==> src/psdd_pkg.sv <==
// Shared types, constants and helper functions of the PCM sample decoder.
`timescale 1ns / 1ps
package psdd_pkg;

  localparam int unsigned DEF_MAX_CHANNELS = 8;
  localparam int unsigned DEF_FRAC_BITS    = 23;
  localparam int unsigned QUEUE_DEPTH      = 2;
  localparam int unsigned OUT_BITS         = 24;
  localparam int unsigned CFG_IDX_W        = 3;

  localparam logic [CFG_IDX_W-1:0] REG_SAMPLE_BITS   = 3'd0;
  localparam logic [CFG_IDX_W-1:0] REG_FLOAT_SAMPLES = 3'd1;
  localparam logic [CFG_IDX_W-1:0] REG_BIG_ENDIAN    = 3'd2;
  localparam logic [CFG_IDX_W-1:0] REG_UNSIGNED_8    = 3'd3;
  localparam logic [CFG_IDX_W-1:0] REG_CHANNELS      = 3'd4;

  typedef struct packed {
    logic [6:0] sample_bits;
    logic       float_samples;
    logic       big_endian_order;
    logic       unsigned_eight_bit;
    logic [3:0] channel_count;
  } psdd_cfg_t;

  // One assembled sample on its way from the front to the back.
  typedef struct packed {
    logic [63:0] raw;
    logic        first;
    logic        frame_end;
    logic        last;
  } psdd_entry_t;

  typedef enum logic [2:0] {
    BK_IDLE,
    BK_SHIFT,
    BK_ACC,
    BK_DIV,
    BK_MUL,
    BK_FIX
  } psdd_back_state_t;

  // Bytes consumed per sample, held to 1..8.
  function automatic logic [3:0] sample_byte_count(input logic [6:0] sb);
    logic [3:0] nb;
    nb = sb[6:3];
    if (nb == 4'd0) nb = 4'd1;
    if (nb > 4'd8) nb = 4'd8;
    return nb;
  endfunction

  // Channel count with zero read as one and large values held to the maximum.
  function automatic logic [3:0] eff_channels(input logic [3:0] cc, input logic [3:0] maxc);
    logic [3:0] nc;
    nc = cc;
    if (nc == 4'd0) nc = 4'd1;
    if (nc > maxc) nc = maxc;
    return nc;
  endfunction

endpackage

==> src/pcm_sample_decode_downmix.sv <==
// Top level of the PCM sample decoder with mono downmix.
//
// Usage: bytes of an interleaved PCM data chunk enter on the in_ channel, one
// item per accepted byte, with in_end_of_data marking the final byte. Each
// complete frame gives one item on the out_ channel: the channel average in
// signed Q1.23, a flag for saturated float values and a flag for the frame
// that ended on the final byte. A partial frame at the end is dropped.
// The cfg_ channel writes the five format registers by index; it is always
// ready, and any write to a known register also restarts frame assembly.
// A result is registered once the byte ending a frame has passed the queue and the
// back's shift, accumulate, divide, multiply and fix states. The front takes one
// byte per cycle while the queue is not full; the back divides only at a frame end,
// so a two-entry sample queue absorbs bursts and in_stall rises when it is full.
// Reset clears the frame state, the queue and the output valid flag and loads
// the register defaults (16-bit signed little endian integer, one channel).
// While out_stall is high the current result holds and the back waits before
// its next result, so the queue fills and in turn stalls the input.
`timescale 1ns / 1ps
module pcm_sample_decode_downmix #(
  parameter int unsigned MAX_CHANNELS = psdd_pkg::DEF_MAX_CHANNELS,
  parameter int unsigned FRAC_BITS    = psdd_pkg::DEF_FRAC_BITS
) (
  input  logic                                  clk,
  input  logic                                  rst_n,
  input  logic                                  in_valid,
  output logic                                  in_stall,
  input  logic [7:0]                            in_data_byte,
  input  logic                                  in_end_of_data,
  output logic                                  out_valid,
  input  logic                                  out_stall,
  output logic signed [psdd_pkg::OUT_BITS-1:0]  out_mono_sample,
  output logic                                  out_clipped,
  output logic                                  out_last_frame,
  input  logic                                  cfg_valid,
  output logic                                  cfg_ready,
  input  logic [psdd_pkg::CFG_IDX_W-1:0]        cfg_index,
  input  logic [7:0]                            cfg_data
);
  import psdd_pkg::*;

  psdd_cfg_t   cfg_r, cfg_nxt;
  logic        cfg_hit;
  logic        q_push, q_pop, q_empty, q_full;
  psdd_entry_t q_in, q_head;

  assign cfg_ready = 1'b1;

  // Register file; unknown indices are ignored and do not restart a frame.
  always_comb begin
    cfg_nxt = cfg_r;
    cfg_hit = 1'b0;
    if (cfg_valid && cfg_ready) begin
      cfg_hit = 1'b1;
      unique case (cfg_index)
        REG_SAMPLE_BITS:   cfg_nxt.sample_bits        = cfg_data[6:0];
        REG_FLOAT_SAMPLES: cfg_nxt.float_samples      = cfg_data[0];
        REG_BIG_ENDIAN:    cfg_nxt.big_endian_order   = cfg_data[0];
        REG_UNSIGNED_8:    cfg_nxt.unsigned_eight_bit = cfg_data[0];
        REG_CHANNELS:      cfg_nxt.channel_count      = cfg_data[3:0];
        default:           cfg_hit = 1'b0;
      endcase
    end
  end

  always_ff @(posedge clk) begin
    if (!rst_n) begin
      cfg_r <= '{sample_bits: 7'd16, float_samples: 1'b0, big_endian_order: 1'b0,
                 unsigned_eight_bit: 1'b1, channel_count: 4'd1};
    end else begin
      cfg_r <= cfg_nxt;
    end
  end

  psdd_front #(.MAX_CHANNELS(MAX_CHANNELS)) u_front (
    .clk        (clk),
    .rst_n      (rst_n),
    .cfg        (cfg_r),
    .cfg_wr     (cfg_hit),
    .in_valid   (in_valid),
    .in_stall   (in_stall),
    .data_byte  (in_data_byte),
    .end_of_data(in_end_of_data),
    .q_full     (q_full),
    .push       (q_push),
    .push_entry (q_in)
  );

  psdd_queue #(.DEPTH(QUEUE_DEPTH)) u_queue (
    .clk       (clk),
    .rst_n     (rst_n),
    .push      (q_push),
    .push_entry(q_in),
    .pop       (q_pop),
    .head      (q_head),
    .empty     (q_empty),
    .full      (q_full)
  );

  psdd_back #(.MAX_CHANNELS(MAX_CHANNELS), .FRAC_BITS(FRAC_BITS)) u_back (
    .clk        (clk),
    .rst_n      (rst_n),
    .cfg        (cfg_r),
    .head       (q_head),
    .q_empty    (q_empty),
    .pop        (q_pop),
    .out_valid  (out_valid),
    .out_stall  (out_stall),
    .mono_sample(out_mono_sample),
    .clipped    (out_clipped),
    .last_frame (out_last_frame)
  );

endmodule

==> src/psdd_front.sv <==
// Front end: assembles bytes into samples and tags frame boundaries.
`timescale 1ns / 1ps
module psdd_front #(
  parameter int unsigned MAX_CHANNELS = psdd_pkg::DEF_MAX_CHANNELS
) (
  input  logic                  clk,
  input  logic                  rst_n,
  input  psdd_pkg::psdd_cfg_t   cfg,
  input  logic                  cfg_wr,
  input  logic                  in_valid,
  output logic                  in_stall,
  input  logic [7:0]            data_byte,
  input  logic                  end_of_data,
  input  logic                  q_full,
  output logic                  push,
  output psdd_pkg::psdd_entry_t push_entry
);
  import psdd_pkg::*;

  localparam int unsigned MAXC = (MAX_CHANNELS > 15) ? 15 : MAX_CHANNELS;
  localparam int unsigned CPW  = (MAXC > 1) ? $clog2(MAXC) : 1;

  logic [63:0]    bytes_r, bytes_nxt, bytes_cat;
  logic [2:0]     bpos_r, bpos_nxt;
  logic [CPW-1:0] ch_r, ch_nxt;
  logic [3:0]     nb, nc;
  logic           accept, done, frame_done;

  assign in_stall = q_full;
  assign accept   = in_valid && !in_stall;
  assign nb       = sample_byte_count(cfg.sample_bits);
  assign nc       = eff_channels(cfg.channel_count, 4'(MAXC));

  always_comb begin
    if (cfg.big_endian_order) begin
      bytes_cat = {bytes_r[55:0], data_byte};
    end else begin
      bytes_cat = bytes_r | (64'(data_byte) << {bpos_r, 3'b000});
    end
    done       = ({1'b0, bpos_r} + 4'd1) >= nb;
    frame_done = (5'(ch_r) + 5'd1) >= {1'b0, nc};
    push       = accept && done;
    push_entry = '{raw: bytes_cat, first: (ch_r == '0), frame_end: frame_done,
                   last: end_of_data};
  end

  always_comb begin
    bytes_nxt = bytes_r;
    bpos_nxt  = bpos_r;
    ch_nxt    = ch_r;
    if (cfg_wr || (accept && end_of_data)) begin
      bytes_nxt = '0;
      bpos_nxt  = '0;
      ch_nxt    = '0;
    end else if (accept) begin
      if (done) begin
        bytes_nxt = '0;
        bpos_nxt  = '0;
        ch_nxt    = frame_done ? '0 : CPW'(ch_r + 1'b1);
      end else begin
        bytes_nxt = bytes_cat;
        bpos_nxt  = bpos_r + 3'd1;
      end
    end
  end

  always_ff @(posedge clk) begin
    if (!rst_n) begin
      bytes_r <= '0;
      bpos_r  <= '0;
      ch_r    <= '0;
    end else begin
      bytes_r <= bytes_nxt;
      bpos_r  <= bpos_nxt;
      ch_r    <= ch_nxt;
    end
  end

endmodule

==> src/psdd_queue.sv <==
// Short sample queue between the front end and the back end.
`timescale 1ns / 1ps
module psdd_queue #(
  parameter int unsigned DEPTH = psdd_pkg::QUEUE_DEPTH
) (
  input  logic                  clk,
  input  logic                  rst_n,
  input  logic                  push,
  input  psdd_pkg::psdd_entry_t push_entry,
  input  logic                  pop,
  output psdd_pkg::psdd_entry_t head,
  output logic                  empty,
  output logic                  full
);
  import psdd_pkg::*;

  localparam int unsigned PW = (DEPTH > 1) ? $clog2(DEPTH) : 1;
  localparam int unsigned CW = $clog2(DEPTH + 1);

  psdd_entry_t    slots_r [DEPTH];
  logic [PW-1:0]  wp_r, wp_nxt, rp_r, rp_nxt;
  logic [CW-1:0]  cnt_r, cnt_nxt;

  assign empty = (cnt_r == '0);
  assign full  = (cnt_r == CW'(DEPTH));
  assign head  = slots_r[rp_r];

  always_comb begin
    wp_nxt  = wp_r;
    rp_nxt  = rp_r;
    cnt_nxt = cnt_r;
    if (push) begin
      wp_nxt = (wp_r == PW'(DEPTH - 1)) ? '0 : PW'(wp_r + 1'b1);
    end
    if (pop) begin
      rp_nxt = (rp_r == PW'(DEPTH - 1)) ? '0 : PW'(rp_r + 1'b1);
    end
    if (push && !pop) cnt_nxt = CW'(cnt_r + 1'b1);
    if (pop && !push) cnt_nxt = CW'(cnt_r - 1'b1);
  end

  always_ff @(posedge clk) begin
    if (push) slots_r[wp_r] <= push_entry;
  end

  always_ff @(posedge clk) begin
    if (!rst_n) begin
      wp_r  <= '0;
      rp_r  <= '0;
      cnt_r <= '0;
    end else begin
      wp_r  <= wp_nxt;
      rp_r  <= rp_nxt;
      cnt_r <= cnt_nxt;
    end
  end

endmodule

==> src/psdd_back.sv <==
// Back end: converts samples to fixed point, sums a frame and averages it.
`timescale 1ns / 1ps
module psdd_back #(
  parameter int unsigned MAX_CHANNELS = psdd_pkg::DEF_MAX_CHANNELS,
  parameter int unsigned FRAC_BITS    = psdd_pkg::DEF_FRAC_BITS
) (
  input  logic                              clk,
  input  logic                              rst_n,
  input  psdd_pkg::psdd_cfg_t               cfg,
  input  psdd_pkg::psdd_entry_t             head,
  input  logic                              q_empty,
  output logic                              pop,
  output logic                              out_valid,
  input  logic                              out_stall,
  output logic signed [psdd_pkg::OUT_BITS-1:0] mono_sample,
  output logic                              clipped,
  output logic                              last_frame
);
  import psdd_pkg::*;

  localparam int unsigned MAXC = (MAX_CHANNELS > 15) ? 15 : MAX_CHANNELS;
  localparam int unsigned VW   = FRAC_BITS + 2;
  localparam int unsigned SUMW = FRAC_BITS + 1 + $clog2(MAXC + 1);
  localparam logic [63:0] FULL = 64'd1 << FRAC_BITS;
  localparam logic [VW-1:0] POS_MAX  = VW'(FULL - 64'd1);
  localparam logic [VW-1:0] NEG_FULL = VW'(64'd0 - FULL);
  localparam logic [SUMW:0] ONE = (SUMW + 1)'(1) << SUMW;
  // floor(2^SUMW / n); the quotient from it is at most one short.
  localparam logic [SUMW:0] RECIP [16] = '{{(SUMW + 1){1'b0}}, ONE / 1, ONE / 2,
    ONE / 3, ONE / 4, ONE / 5, ONE / 6, ONE / 7, ONE / 8, ONE / 9, ONE / 10,
    ONE / 11, ONE / 12, ONE / 13, ONE / 14, ONE / 15};

  psdd_back_state_t state_r, state_nxt;

  logic                   ld_prep, ld_val, ld_acc, ld_div, ld_mul, ld_out, slot_free;
  logic [3:0]             nc;

  // Decode preparation, taken from the queue head.
  logic                   p_spec, p_neg, p_clip;
  logic [VW-1:0]          p_spec_val;
  logic [63:0]            p_mag;
  logic signed [12:0]     p_sh;
  logic                   spec_r, neg_r, clip_r, first_r, end_r, last_r;
  logic [VW-1:0]          spec_val_r;
  logic [63:0]            mag_r;
  logic signed [12:0]     sh_r;

  logic signed [VW-1:0]   val_r;
  logic                   vclip_r, vfirst_r;
  logic signed [SUMW-1:0] sum_r;
  logic                   csum_r;
  logic [SUMW-1:0]        x_r, q0_r, abs_sum, rem, q;
  logic [2*SUMW:0]        prod;
  logic signed [63:0]     avg;
  logic                   out_valid_r, out_valid_nxt;
  logic [OUT_BITS-1:0]    out_sample_r;
  logic                   out_clip_r, out_last_r;

  assign nc = eff_channels(cfg.channel_count, 4'(MAXC));

  function automatic logic [VW-1:0] to_fixed(input logic [63:0] mag,
                                            input logic signed [12:0] sh,
                                            input logic neg);
    logic [63:0] r;
    logic [12:0] k;
    k = 13'(-sh);
    if (!sh[12]) begin
      r = mag << sh[11:0];
    end else if (k >= 13'd60) begin
      r = '0;
    end else begin
      r = (mag + (64'd1 << (k - 13'd1))) >> k;
    end
    if (!neg) begin
      if (r > FULL - 64'd1) r = FULL - 64'd1;
      return VW'(r);
    end
    if (r > FULL) r = FULL;
    return VW'(64'd0 - r);
  endfunction

  // Field extraction and special cases of one sample.
  always_comb begin
    logic [10:0] e, emax, bias, e1;
    logic [51:0] m;
    logic [12:0] ofs;
    logic [63:0] rawm;
    p_spec     = 1'b1;
    p_spec_val = '0;
    p_neg      = 1'b0;
    p_clip     = 1'b0;
    p_mag      = '0;
    p_sh       = '0;
    e = '0; emax = '0; bias = '0; m = '0; ofs = '0; e1 = '0;
    rawm = '0;
    if (cfg.float_samples && (cfg.sample_bits == 7'd32 || cfg.sample_bits == 7'd64)) begin
      if (cfg.sample_bits == 7'd64) begin
        p_neg = head.raw[63];
        e     = head.raw[62:52];
        m     = head.raw[51:0];
        emax  = 11'd2047;
        bias  = 11'd1023;
        ofs   = 13'd1075;
        p_mag = 64'(m) | (64'd1 << 52);
      end else begin
        p_neg = head.raw[31];
        e     = {3'b000, head.raw[30:23]};
        m     = {29'd0, head.raw[22:0]};
        emax  = 11'd255;
        bias  = 11'd127;
        ofs   = 13'd150;
        p_mag = 64'(m) | (64'd1 << 23);
      end
      if (e == emax) begin
        p_spec_val = '0;
      end else if (e >= bias) begin
        if (p_neg && e == bias && m == '0) begin
          p_spec_val = NEG_FULL;
        end else begin
          p_clip     = 1'b1;
          p_spec_val = p_neg ? NEG_FULL : POS_MAX;
        end
      end else begin
        p_spec = 1'b0;
        if (e == '0) p_mag = 64'(m);
        e1   = (e == '0) ? 11'd1 : e;
        p_sh = $signed({2'b00, e1}) - $signed(ofs) + $signed(13'(FRAC_BITS));
      end
    end else if (!cfg.float_samples && (cfg.sample_bits == 7'd8 ||
                 cfg.sample_bits == 7'd16 || cfg.sample_bits == 7'd24 ||
                 cfg.sample_bits == 7'd32)) begin
      p_spec = 1'b0;
      rawm   = head.raw & ((64'd1 << cfg.sample_bits) - 64'd1);
      if (cfg.sample_bits == 7'd8 && cfg.unsigned_eight_bit) rawm[7] = ~rawm[7];
      p_neg  = rawm[6'(cfg.sample_bits - 7'd1)];
      p_mag  = p_neg ? (64'd1 << cfg.sample_bits) - rawm : rawm;
      p_sh   = $signed(13'(FRAC_BITS)) - $signed(13'(cfg.sample_bits - 7'd1));
    end
  end

  // Sequencer: next state.
  always_comb begin
    state_nxt = state_r;
    unique case (state_r)
      BK_IDLE:  if (!q_empty) state_nxt = BK_SHIFT;
      BK_SHIFT: state_nxt = BK_ACC;
      BK_ACC:   state_nxt = end_r ? BK_DIV : BK_IDLE;
      BK_DIV:   state_nxt = BK_MUL;
      BK_MUL:   state_nxt = BK_FIX;
      BK_FIX:   if (slot_free) state_nxt = BK_IDLE;
      default:  state_nxt = BK_IDLE;
    endcase
  end

  // Sequencer: outputs.
  always_comb begin
    ld_prep = 1'b0;
    ld_val  = 1'b0;
    ld_acc  = 1'b0;
    ld_div  = 1'b0;
    ld_mul  = 1'b0;
    ld_out  = 1'b0;
    unique case (state_r)
      BK_IDLE:  ld_prep = !q_empty;
      BK_SHIFT: ld_val  = 1'b1;
      BK_ACC:   ld_acc  = 1'b1;
      BK_DIV:   ld_div  = 1'b1;
      BK_MUL:   ld_mul  = 1'b1;
      BK_FIX:   ld_out  = slot_free;
      default:  ld_prep = 1'b0;
    endcase
  end

  assign pop       = ld_prep;
  assign slot_free = !out_valid_r || !out_stall;

  always_comb begin
    abs_sum = sum_r[SUMW-1] ? SUMW'(-sum_r) : SUMW'(sum_r);
    prod    = (2 * SUMW + 1)'(x_r) * (2 * SUMW + 1)'(RECIP[nc]);
    rem     = SUMW'(x_r - SUMW'(q0_r * SUMW'(nc)));
    q       = (rem >= SUMW'(nc)) ? SUMW'(q0_r + 1'b1) : q0_r;
    avg     = sum_r[SUMW-1] ? 64'sd0 - $signed(64'(q)) : $signed(64'(q));
    out_valid_nxt = ld_out ? 1'b1 : (out_valid_r && out_stall);
  end

  always_ff @(posedge clk) begin
    if (ld_prep) begin
      spec_r     <= p_spec;
      spec_val_r <= p_spec_val;
      mag_r      <= p_mag;
      sh_r       <= p_sh;
      neg_r      <= p_neg;
      clip_r     <= p_clip;
      first_r    <= head.first;
      end_r      <= head.frame_end;
      last_r     <= head.last;
    end
    if (ld_val) begin
      val_r    <= spec_r ? $signed(spec_val_r) : $signed(to_fixed(mag_r, sh_r, neg_r));
      vclip_r  <= clip_r;
      vfirst_r <= first_r;
    end
    if (ld_acc) begin
      sum_r  <= (vfirst_r ? '0 : sum_r) + SUMW'(val_r);
      csum_r <= (vfirst_r ? 1'b0 : csum_r) | vclip_r;
    end
    if (ld_div) x_r <= abs_sum + SUMW'(nc >> 1);
    if (ld_mul) q0_r <= prod[SUMW +: SUMW];
    if (ld_out) begin
      out_sample_r <= avg[OUT_BITS-1:0];
      out_clip_r   <= csum_r;
      out_last_r   <= last_r;
    end
  end

  always_ff @(posedge clk) begin
    if (!rst_n) begin
      state_r     <= BK_IDLE;
      out_valid_r <= 1'b0;
    end else begin
      state_r     <= state_nxt;
      out_valid_r <= out_valid_nxt;
    end
  end

  assign out_valid   = out_valid_r;
  assign mono_sample = out_sample_r;
  assign clipped     = out_clip_r;
  assign last_frame  = out_last_r;

endmodule

==> config.mk <==
export PLATFORM = sky130hd
export DESIGN_NAME = pcm_sample_decode_downmix
export DESIGN_NICKNAME = d
export VERILOG_FILES = /design/src/psdd_pkg.sv /design/src/pcm_sample_decode_downmix.sv /design/src/psdd_front.sv /design/src/psdd_queue.sv /design/src/psdd_back.sv
export SDC_FILE = /design/constraint.sdc
export NUM_CORES = 2
export LEC_CHECK = 0
export ABC_AREA = 1
export BUFFER_PORTS_ARGS = -buffer_cell sky130_fd_sc_hd__buf_2
export CAP_MARGIN = 20
export CELL_PAD_IN_SITES_DETAIL_PLACEMENT = 1
export CELL_PAD_IN_SITES_GLOBAL_PLACEMENT = 1
export CORE_UTILIZATION = 40
export CTS_CLUSTER_SIZE = 14
export DETAILED_ROUTE_END_ITERATION = 6
export PLACE_DENSITY_LB_ADDON = 0.05
export SLEW_MARGIN = 25
export SYNTH_ARGS = -nofsm -noshare
export SYNTH_HDL_FRONTEND = slang
export SYNTH_SLANG_ARGS = --single-unit
==> constraint.sdc <==
create_clock -name clk -period 12.39 [get_ports clk]
set_input_delay 1.8585 -clock clk [delete_from_list [all_inputs] [get_ports clk]]
set_output_delay 1.8585 -clock clk [all_outputs]
set_load 0.02 [all_outputs]
# Word level (Yosys, flattened, before mapping)

Memory sizes are Yosys's and may differ from the RTL's. A register that Yosys moved wholly into a read port is not among the register bits.
Cells that the tools add are included.
Widths: inputs -> output; s select.

Bits in registers: 338
Bits in latches: 0
RAM bits: 134
ROM bits: 464
Memories: 2

$add $sub $neg: 25
Multiply operators: 2
Divide/modulo/power cells: 0
Magnitude comparators: 11
Eq/ne operators: 19
Shift-type cells: 5
Mux-type cells: 88
Bitwise logic cells: 8
Reductions and logical operators: 44

Memory list:

| memory           | depth | bits a word | read ports | clocked after Yosys merged registers in | write ports | RTL line         | text |
|---|---|---|---|---|---|---|---|
| (name not given) | 16    | 29          | 1          | 0                                       | 0           | psdd_back.sv:179 | `prod = (2 * SUMW + 1)'(x_r) * (2 * SUMW + 1)'(RECIP[nc]);` |
| u_queue.slots_r  | 2     | 67          | 1          | 1                                       | 1           | psdd_queue.sv:20 | `psdd_entry_t slots_r [DEPTH];` |

Operators by type and width:

| kind                  | count |
|---|---|
| $mux 64               | 13 |
| $mux 25               | 8 |
| $mux 53               | 2 |
| $mux 52               | 2 |
| $mux 11               | 7 |
| $mux 13               | 5 |
| $add 64x64->64        | 1 |
| $and 64x64->64        | 1 |
| $gt 64x23->1 const B  | 1 |
| $gt 64x24->1 const B  | 1 |
| $or 64x64->64         | 1 |
| $shl 1x13->64 const A | 1 |
| $shl 1x7->64 const A  | 1 |
| $shl 64x12->64        | 1 |
| $shl 8x6->64          | 1 |
| $shr 64x13->64        | 1 |
| $sub 64x1->64 const B | 1 |
| $sub 64x64->64        | 1 |
| $mux 29               | 2 |
| $mul 28x29->56        | 1 |
| $mux 28               | 2 |
| $logic_not 52->1      | 1 |
| $mux 24               | 2 |
| $mux 1                | 31 |
| 61 further kinds      | 114 |

# Logic depth before layout (Yosys ltp)

Depth after elaboration: 19
Mapped depth: 73

# Hierarchy

A second synthesis with hierarchy kept.

Cells, all modules: 10308
Area total of the unflattened synthesis: 72548.3 um2

Modules (own cells, without submodules):

| module                    | times used | cells an instance | area an instance (um2) | sequential area each (um2) |
|---|---|---|---|---|
| psdd_back                 | 1          | 9023              | 61651.6                | 6776.5 |
| psdd_queue                | 1          | 243               | 5173.7                 | 4124.0 |
| psdd_front                | 1          | 947               | 5071.1                 | 1401.3 |
| pcm_sample_decode_downmix | 1          | 95                | 651.9                  | 280.3 |

# Worst setup path after synthesis

OpenSTA, ideal clock, no wires.

Path type: reg-to-reg
Start: reg u_back.sh_r[0]
End: reg u_back.val_r[20] (data pin)
Setup time: 264 ps
Data arrival time: 8638 ps
Required time: 12126 ps
Path slack: 3487 ps
Cell stages (with the launch flop): 73
Path buffers: 9
Period minus slack after synthesis: 8903 ps
Path through: edfxtp_1 inv_2 buf_2 clkbuf_1 buf_2 buf_1 clkbuf_1 clkbuf_1 ha_1 buf_2 nor2_2 inv_1 nor2_1 nand2_2 nor2_4 nand3_1 nand2_1 nand3_1 [... 37 more ...] buf_8 nand3_1 nor2_1 nand2_1 nor2_1 nand3_1 nand2_1 buf_2 nand2_1 ha_1 nand2_1 nor2_1 nand2_1 nand2_2 nand2_1 nand2_1 nand3_1 nand2_1

Cells in the longest elaborated chain, start to end: 19
Elaborated cells on any way between the ends: 22
Classes of those cells: add/sub: 4; order compare: 3; shift: 3; mux: 12

Ends and longest elaborated chain:

| item                     | RTL line         | text |
|---|---|---|
| start: declaration       | psdd_back.sv:46  | `logic signed [12:0] sh_r;` |
| start signal: assignment | psdd_back.sv:191 | `sh_r <= p_sh;` |
| $neg 13->13              | psdd_back.sv:66  | `k = 13'(-sh);` |
| $sub 13x1->13            | psdd_back.sv:72  | `r = (mag + (64'd1 << (k - 13'd1))) >> k;` |
| $shl 1x13->64            | psdd_back.sv:72  |  |
| $add 64x64->64           | psdd_back.sv:72  |  |
| $shr 64x13->64           | psdd_back.sv:72  |  |
| $mux 64                  | psdd_back.sv:69  | `end else if (k >= 13'd60) begin` |
| $mux 64 (*)              | psdd_back.sv:67  | `if (!sh[12]) begin` |
| $mux 64 (*)              | psdd_back.sv:198 | `if (ld_val) begin` |
| [... 2 more ...]         | n/a              |  |
| $mux 64                  | psdd_back.sv:74  | `if (!neg) begin` |
| $mux 64                  | psdd_back.sv:198 |  |
| $gt 64x24->1             | psdd_back.sv:78  | `if (r > FULL) r = FULL;` |
| $mux 25 (2 in series)    | psdd_back.sv:78  |  |
| $mux 25                  | psdd_back.sv:198 |  |
| $sub 1x25->25            | psdd_back.sv:79  | `return VW'(64'd0 - r);` |
| $mux 25 (*)              | psdd_back.sv:78  |  |
| $mux 25 (*)              | psdd_back.sv:199 | `val_r <= spec_r ? $signed(spec_val_r) : $signed(to_fixed(mag_r, sh_r, neg_r));` |
| end signal: assignment   | psdd_back.sv:199 |  |
| end: declaration         | psdd_back.sv:48  | `logic signed [VW-1:0] val_r;` |

Every way passes the cells marked *; elsewhere a longest branch is shown, timed or not. The select of a mux whose other input is x is not followed.
A chain may end at the register's enable or synchronous reset.

# Worst setup path in the final report

Start: reg u_back.sh_r[0]
End: reg u_back.val_r[24] (data pin)

Same word-level chain as after synthesis.

==> impl_metrics.prom <==
# TYPE chip_impl_metric gauge
chip_impl_metric{name="worstPathArrival",unit="ns"} 11.38
chip_impl_metric{name="design.portCount",unit=""} 54
chip_impl_info{name="cp_slowest_cell",value="sky130_fd_sc_hd__a31oi_1"} 1
chip_impl_metric{name="wire_per_inst",unit="µm"} 25.4
chip_impl_info{name="worst_path_most_repeated_cell",value="sky130_fd_sc_hd__nand2_1"} 1
chip_impl_metric{name="number_of_rows_in_the_core_area",unit=""} 156
chip_impl_metric{name="fraction_of_post_synthesis_cell_area_in_the_top_cell_type_by_area",unit=""} 0.213
chip_impl_metric{name="tightestPinTransition",unit="ns"} 1.06
chip_impl_info{name="hold_class",value="flip-flop to flip-flop"} 1
chip_impl_metric{name="worst_reg_to_reg_setup_slack",unit="ns"} 1.37
chip_impl_metric{name="globalRouteTotalUtil",unit=""} 0.348
chip_impl_metric{name="finish.utilization",unit=""} 0.429
chip_impl_metric{name="htreeDepth",unit=""} 2
chip_impl_metric{name="power_switching",unit="W"} 0.00779
chip_impl_metric{name="comb_power_share",unit=""} 0.688
chip_impl_metric{name="syn-mean-instance-area",unit="µm²"} 6.98
chip_impl_info{name="synth-main-ff-cell",value="sky130_fd_sc_hd__edfxtp_1"} 1
chip_impl_metric{name="post-route-period-util",unit=""} 0.889
chip_impl_metric{name="power_per_cell_area",unit="nW/µm²"} 175
chip_impl_metric{name="final_hold_viol_count",unit=""} 0
chip_impl_metric{name="peak_ir_drop_on_the_vdd_network",unit="µV"} 139
chip_impl_metric{name="synth.cell_area",unit="µm²"} 73000
chip_impl_metric{name="design.final.nets",unit=""} 11500
chip_impl_info{name="crit_type",value="flip-flop to flip-flop"} 1
chip_impl_metric{name="cts_stage_hold_buffer_count",unit=""} 0
chip_impl_info{name="final_common_cell",value="sky130_fd_sc_hd__nand2_1"} 1
chip_impl_info{name="hold_path.startpoint",value="u_back.last_r"} 1
chip_impl_info{name="status",value="completed"} 1
chip_impl_metric{name="timing_max_transition_violations_final",unit=""} 0
chip_impl_info{name="unrepaired_setup_endpoints_after_global_routing",value="no"} 1
chip_impl_metric{name="dp_worst_setup_slack",unit="ns"} 1.72
chip_impl_info{name="tritoncts_clock_tree",value="done"} 1
chip_impl_info{name="cts_root_buf",value="sky130_fd_sc_hd__clkbuf_16"} 1
chip_impl_info{name="worstReg2RegEnd",value="u_back.val_r[24]"} 1
chip_impl_metric{name="finish.cell_count_without_fillers",unit=""} 12700
chip_impl_metric{name="placer_s_final_routability_congestion_estimate",unit=""} 0.992
chip_impl_metric{name="multi_input_area",unit="µm²"} 51700
chip_impl_metric{name="seq_power_share",unit=""} 0.188
chip_impl_metric{name="die_h",unit="µm"} 429
chip_impl_metric{name="whs_path_depth",unit=""} 0
chip_impl_metric{name="nets_in_the_synthesized_netlist",unit=""} 11700
chip_impl_metric{name="max_freq",unit="MHz"} 90.8
chip_impl_metric{name="synth_async_sr_flop_share",unit=""} 0
chip_impl_metric{name="cellInternalPower",unit="W"} 0.00576
chip_impl_info{name="holdPathEnd",value="u_back.last_frame"} 1
chip_impl_metric{name="detail_route.vias_per_cell",unit=""} 5.63
chip_impl_metric{name="postRouteWirelength",unit="µm"} 324000
chip_impl_metric{name="grt_max_degree",unit=""} 86
chip_impl_metric{name="vias",unit=""} 71600
chip_impl_metric{name="core_area",unit="µm²"} 181000
chip_impl_metric{name="finalSetupTns",unit="ns"} 0
chip_impl_metric{name="yosys_register_bits",unit=""} 450
chip_impl_info{name="startpoint_type",value="flip-flop"} 1
chip_impl_metric{name="cts.sinks",unit=""} 450
chip_impl_metric{name="cts_repair_resize_count",unit=""} 0
chip_impl_info{name="rr_startpoint",value="u_back.sh_r[0]"} 1
chip_impl_metric{name="yosys.cell_types.count",unit=""} 78
chip_impl_info{name="critical_path.endpoint_type",value="flip-flop"} 1
chip_impl_metric{name="dp.cells",unit=""} 12600
chip_impl_metric{name="overflow",unit=""} 0
chip_impl_metric{name="total_leakage_power",unit="nW"} 36.6
chip_impl_metric{name="final-setup-viol-count",unit=""} 0
chip_impl_metric{name="period_needed",unit="ns"} 11.02
chip_impl_metric{name="dpl-instance-area",unit="µm²"} 75800
chip_impl_metric{name="cts_inserted_buffers",unit=""} 54
chip_impl_metric{name="worstPathMaxFanout",unit=""} 32
chip_impl_metric{name="worstRegToRegCells",unit=""} 58
chip_impl_metric{name="skew",unit="ns"} 0.0366
chip_impl_metric{name="number_of_warning_messages_in_the_yosys_log",unit=""} 0
chip_impl_metric{name="area_growth",unit="%"} 6.35
chip_impl_metric{name="n_fill_cell",unit=""} 23100
chip_impl_metric{name="synth_cells",unit=""} 10500
chip_impl_metric{name="yosysSeqAreaShare",unit=""} 0.172
chip_impl_metric{name="clock_power_share",unit=""} 0.124
chip_impl_metric{name="design.die.area",unit="µm²"} 184000
chip_impl_metric{name="synth_enable_flop_cells",unit=""} 357
chip_impl_metric{name="via_count_of_the_first_global_routing_pass",unit=""} 74500
chip_impl_metric{name="setup_fix_bufs_post_cts",unit=""} 0
chip_impl_info{name="worstSetupStartpoint",value="u_back.sh_r[0]"} 1
chip_impl_metric{name="p_sw_frac",unit=""} 0.575
chip_impl_metric{name="maxCapViolations",unit=""} 0
chip_impl_metric{name="cp.required",unit="ns"} 12.76
chip_impl_metric{name="final-seq-area",unit="µm²"} 12600
chip_impl_metric{name="fin_area",unit="µm²"} 77600
chip_impl_metric{name="timing.final.ws_setup",unit="ns"} 1.37
chip_impl_metric{name="grt_pass1_wl",unit="µm"} 482000
chip_impl_metric{name="share_of_layout_cells_above_drive_strength_1",unit=""} 0.0493
chip_impl_metric{name="drc_errors",unit=""} 0
chip_impl_metric{name="maxSlewHeadroom",unit=""} 0.270
chip_impl_metric{name="dpl.hpwl",unit="µm"} 263000
chip_impl_metric{name="placement.io_buffers",unit=""} 51
chip_impl_metric{name="cpPeakStageDelay",unit="ns"} 0.68
chip_impl_metric{name="clock_latency",unit="ns"} 0.67
chip_impl_info{name="synth_top_cell_by_area",value="sky130_fd_sc_hd__fa_1"} 1
chip_impl_metric{name="antenna_found_initial",unit=""} 7
chip_impl_metric{name="ctsLongestPathBuffers",unit=""} 3
chip_impl_metric{name="antenna_violating_nets_post_route",unit=""} 0
chip_impl_metric{name="start_util",unit=""} 0.403
chip_impl_metric{name="die-width",unit="µm"} 429
chip_impl_info{name="layout.cells.most_common_list",value="sky130_fd_sc_hd__nand2_1, sky130_fd_sc_hd__inv_1, sky130_fd_sc_hd__nor2_1"} 1
chip_impl_metric{name="clkSlewWorstSetupHoldPaths",unit="ns"} 0.06
chip_impl_info{name="synthTopCellsByArea",value="sky130_fd_sc_hd__fa_1, sky130_fd_sc_hd__edfxtp_1, sky130_fd_sc_hd__nand2_1, sky130_fd_sc_hd__inv_1, sky130_fd_sc_hd__nor2_1"} 1
chip_impl_metric{name="detailedRoute.firstIterationViolations",unit=""} 5495
chip_impl_metric{name="drt_pass1_iterations",unit=""} 6
cell families (layout without fill, tap and decap cells):
kind of cell / Yosys count / after routing / synth area share
xor+xnor: 238 / 238 / 0.0286
fa+ha+maj: 1183 / 1183 / 0.283
buf+inv: 2302 / 2198 / 0.120
other cells: 1 / 4 / 0.0000514
mux: 25 / 25 / 0.00343
compound gates: 1671 / 1671 / 0.131
simple gates: 4593 / 4593 / 0.262
flops: 450 / 450 / 0.172
synth_stat cells, types with 12 or more instances:
master                         n
sky130_fd_sc_hd__a32o_1       22
sky130_fd_sc_hd__inv_1      1821
sky130_fd_sc_hd__o221ai_1     16
sky130_fd_sc_hd__a21o_1       13
sky130_fd_sc_hd__clkinv_1     26
sky130_fd_sc_hd__o211ai_1     46
sky130_fd_sc_hd__nand4_1     110
sky130_fd_sc_hd__o21a_1       43
sky130_fd_sc_hd__clkbuf_1    263
sky130_fd_sc_hd__nand3_1     534
sky130_fd_sc_hd__a21boi_0     12
sky130_fd_sc_hd__nand2_2      16
sky130_fd_sc_hd__xor2_1      172
sky130_fd_sc_hd__edfxtp_1    357
sky130_fd_sc_hd__nand3_2      12
sky130_fd_sc_hd__nor2_1     1462
sky130_fd_sc_hd__or2_2        62
sky130_fd_sc_hd__o31ai_1      31
sky130_fd_sc_hd__xnor2_1      66
sky130_fd_sc_hd__a2111oi_0    25
sky130_fd_sc_hd__o22ai_1      30
sky130_fd_sc_hd__dfxtp_1      93
sky130_fd_sc_hd__inv_2        53
sky130_fd_sc_hd__nand3b_1     24
sky130_fd_sc_hd__o2111ai_1    15
sky130_fd_sc_hd__a211oi_1     33
sky130_fd_sc_hd__o21bai_1     19
sky130_fd_sc_hd__mux2i_1      25
sky130_fd_sc_hd__nor2_2       27
sky130_fd_sc_hd__buf_4        12
sky130_fd_sc_hd__o21ai_0     660
sky130_fd_sc_hd__nand2_1    2130
sky130_fd_sc_hd__fa_1        776
sky130_fd_sc_hd__buf_2        46
sky130_fd_sc_hd__o21ai_1      93
sky130_fd_sc_hd__nor4_1       37
sky130_fd_sc_hd__a21oi_1     488
sky130_fd_sc_hd__a31oi_1      62
sky130_fd_sc_hd__nor3_1      130
sky130_fd_sc_hd__ha_1        407
sky130_fd_sc_hd__buf_1        73
metrics by stage:
step	hold WS, ns	power, W
after floorplan	0.400	0.00825
after global placement	0.405	0.0115
after detailed placement	0.411	0.0117
after CTS	0.426	0.0134
after global routing	0.437	0.0145
final	0.425	0.0136
per-layer routing:
metal	up-vias	wire, µm	GRT usage
met5	-	65	0
met4	10	18700	0.171
met3	612	17600	0.0426
met2	2133	153000	0.583
met1	35900	134000	0.442
li1	33000	-	-
area by class of cell:
| class | count | share of cell area |
|---|---|---|
| Sequential cell | 450 | 0.162 |
| Clock inverter | 32 | 0.00442 |
| Clock buffer | 67 | 0.0194 |
| Antenna cell | 3 | 0.0000967 |
| Multi-Input combinational cell | 7711 | 0.666 |
| Timing Repair Buffer | 198 | 0.0177 |
| Tap cell | 2370 | 0.0382 |
| Inverter | 1901 | 0.0920 |
critical path, delay by kind of cell (launching register included):
family	cells	cell delay, ns
and+or+nand+nor	41	5.69
buffers and inverters	8	1.25
AOI/OAI and AO/OA	5	1.93
adders and majority gates	4	1.33
DFF	1	0.44
power groups by stage:
stage          clock network (W)  logic, W  registers, W
2_1_floorplan                  0   0.00590       0.00235
3_3_place_gp                   0   0.00895       0.00257
3_5_place_dp                   0   0.00911       0.00258
4_1_cts                  0.00172   0.00917       0.00255
5_1_grt                  0.00177    0.0101       0.00256
6_report                 0.00168   0.00932       0.00255
worst max path at each step:
stage                        to  cells past startpoint
6_report       u_back.val_r[24]                     58
3_5_place_dp   u_back.val_r[24]                     50
5_1_grt        u_back.val_r[24]                     58
3_3_place_gp   u_back.val_r[24]                     58
2_1_floorplan  u_back.val_r[20]                     72
4_1_cts        u_back.val_r[24]                     50
flip-flops by register name (all words and copies together), names as in the netlist, 2 cells and up, named ones only:
name and count:
u_back.state_r 3, u_back.val_r 25, u_front.bytes_r 64, u_back.sum_r 28
u_queue.slots_r 134, u_back.q0_r 28, u_back.x_r 28, u_queue.cnt_r 2
u_front.ch_r 3, u_back.sh_r 13, cfg_r 14, u_back.mono_sample 24
u_front.bpos_r 3, u_back.spec_val_r 2, u_back.mag_r 64
No activity file was read; power rests on OpenSTA's default activity.
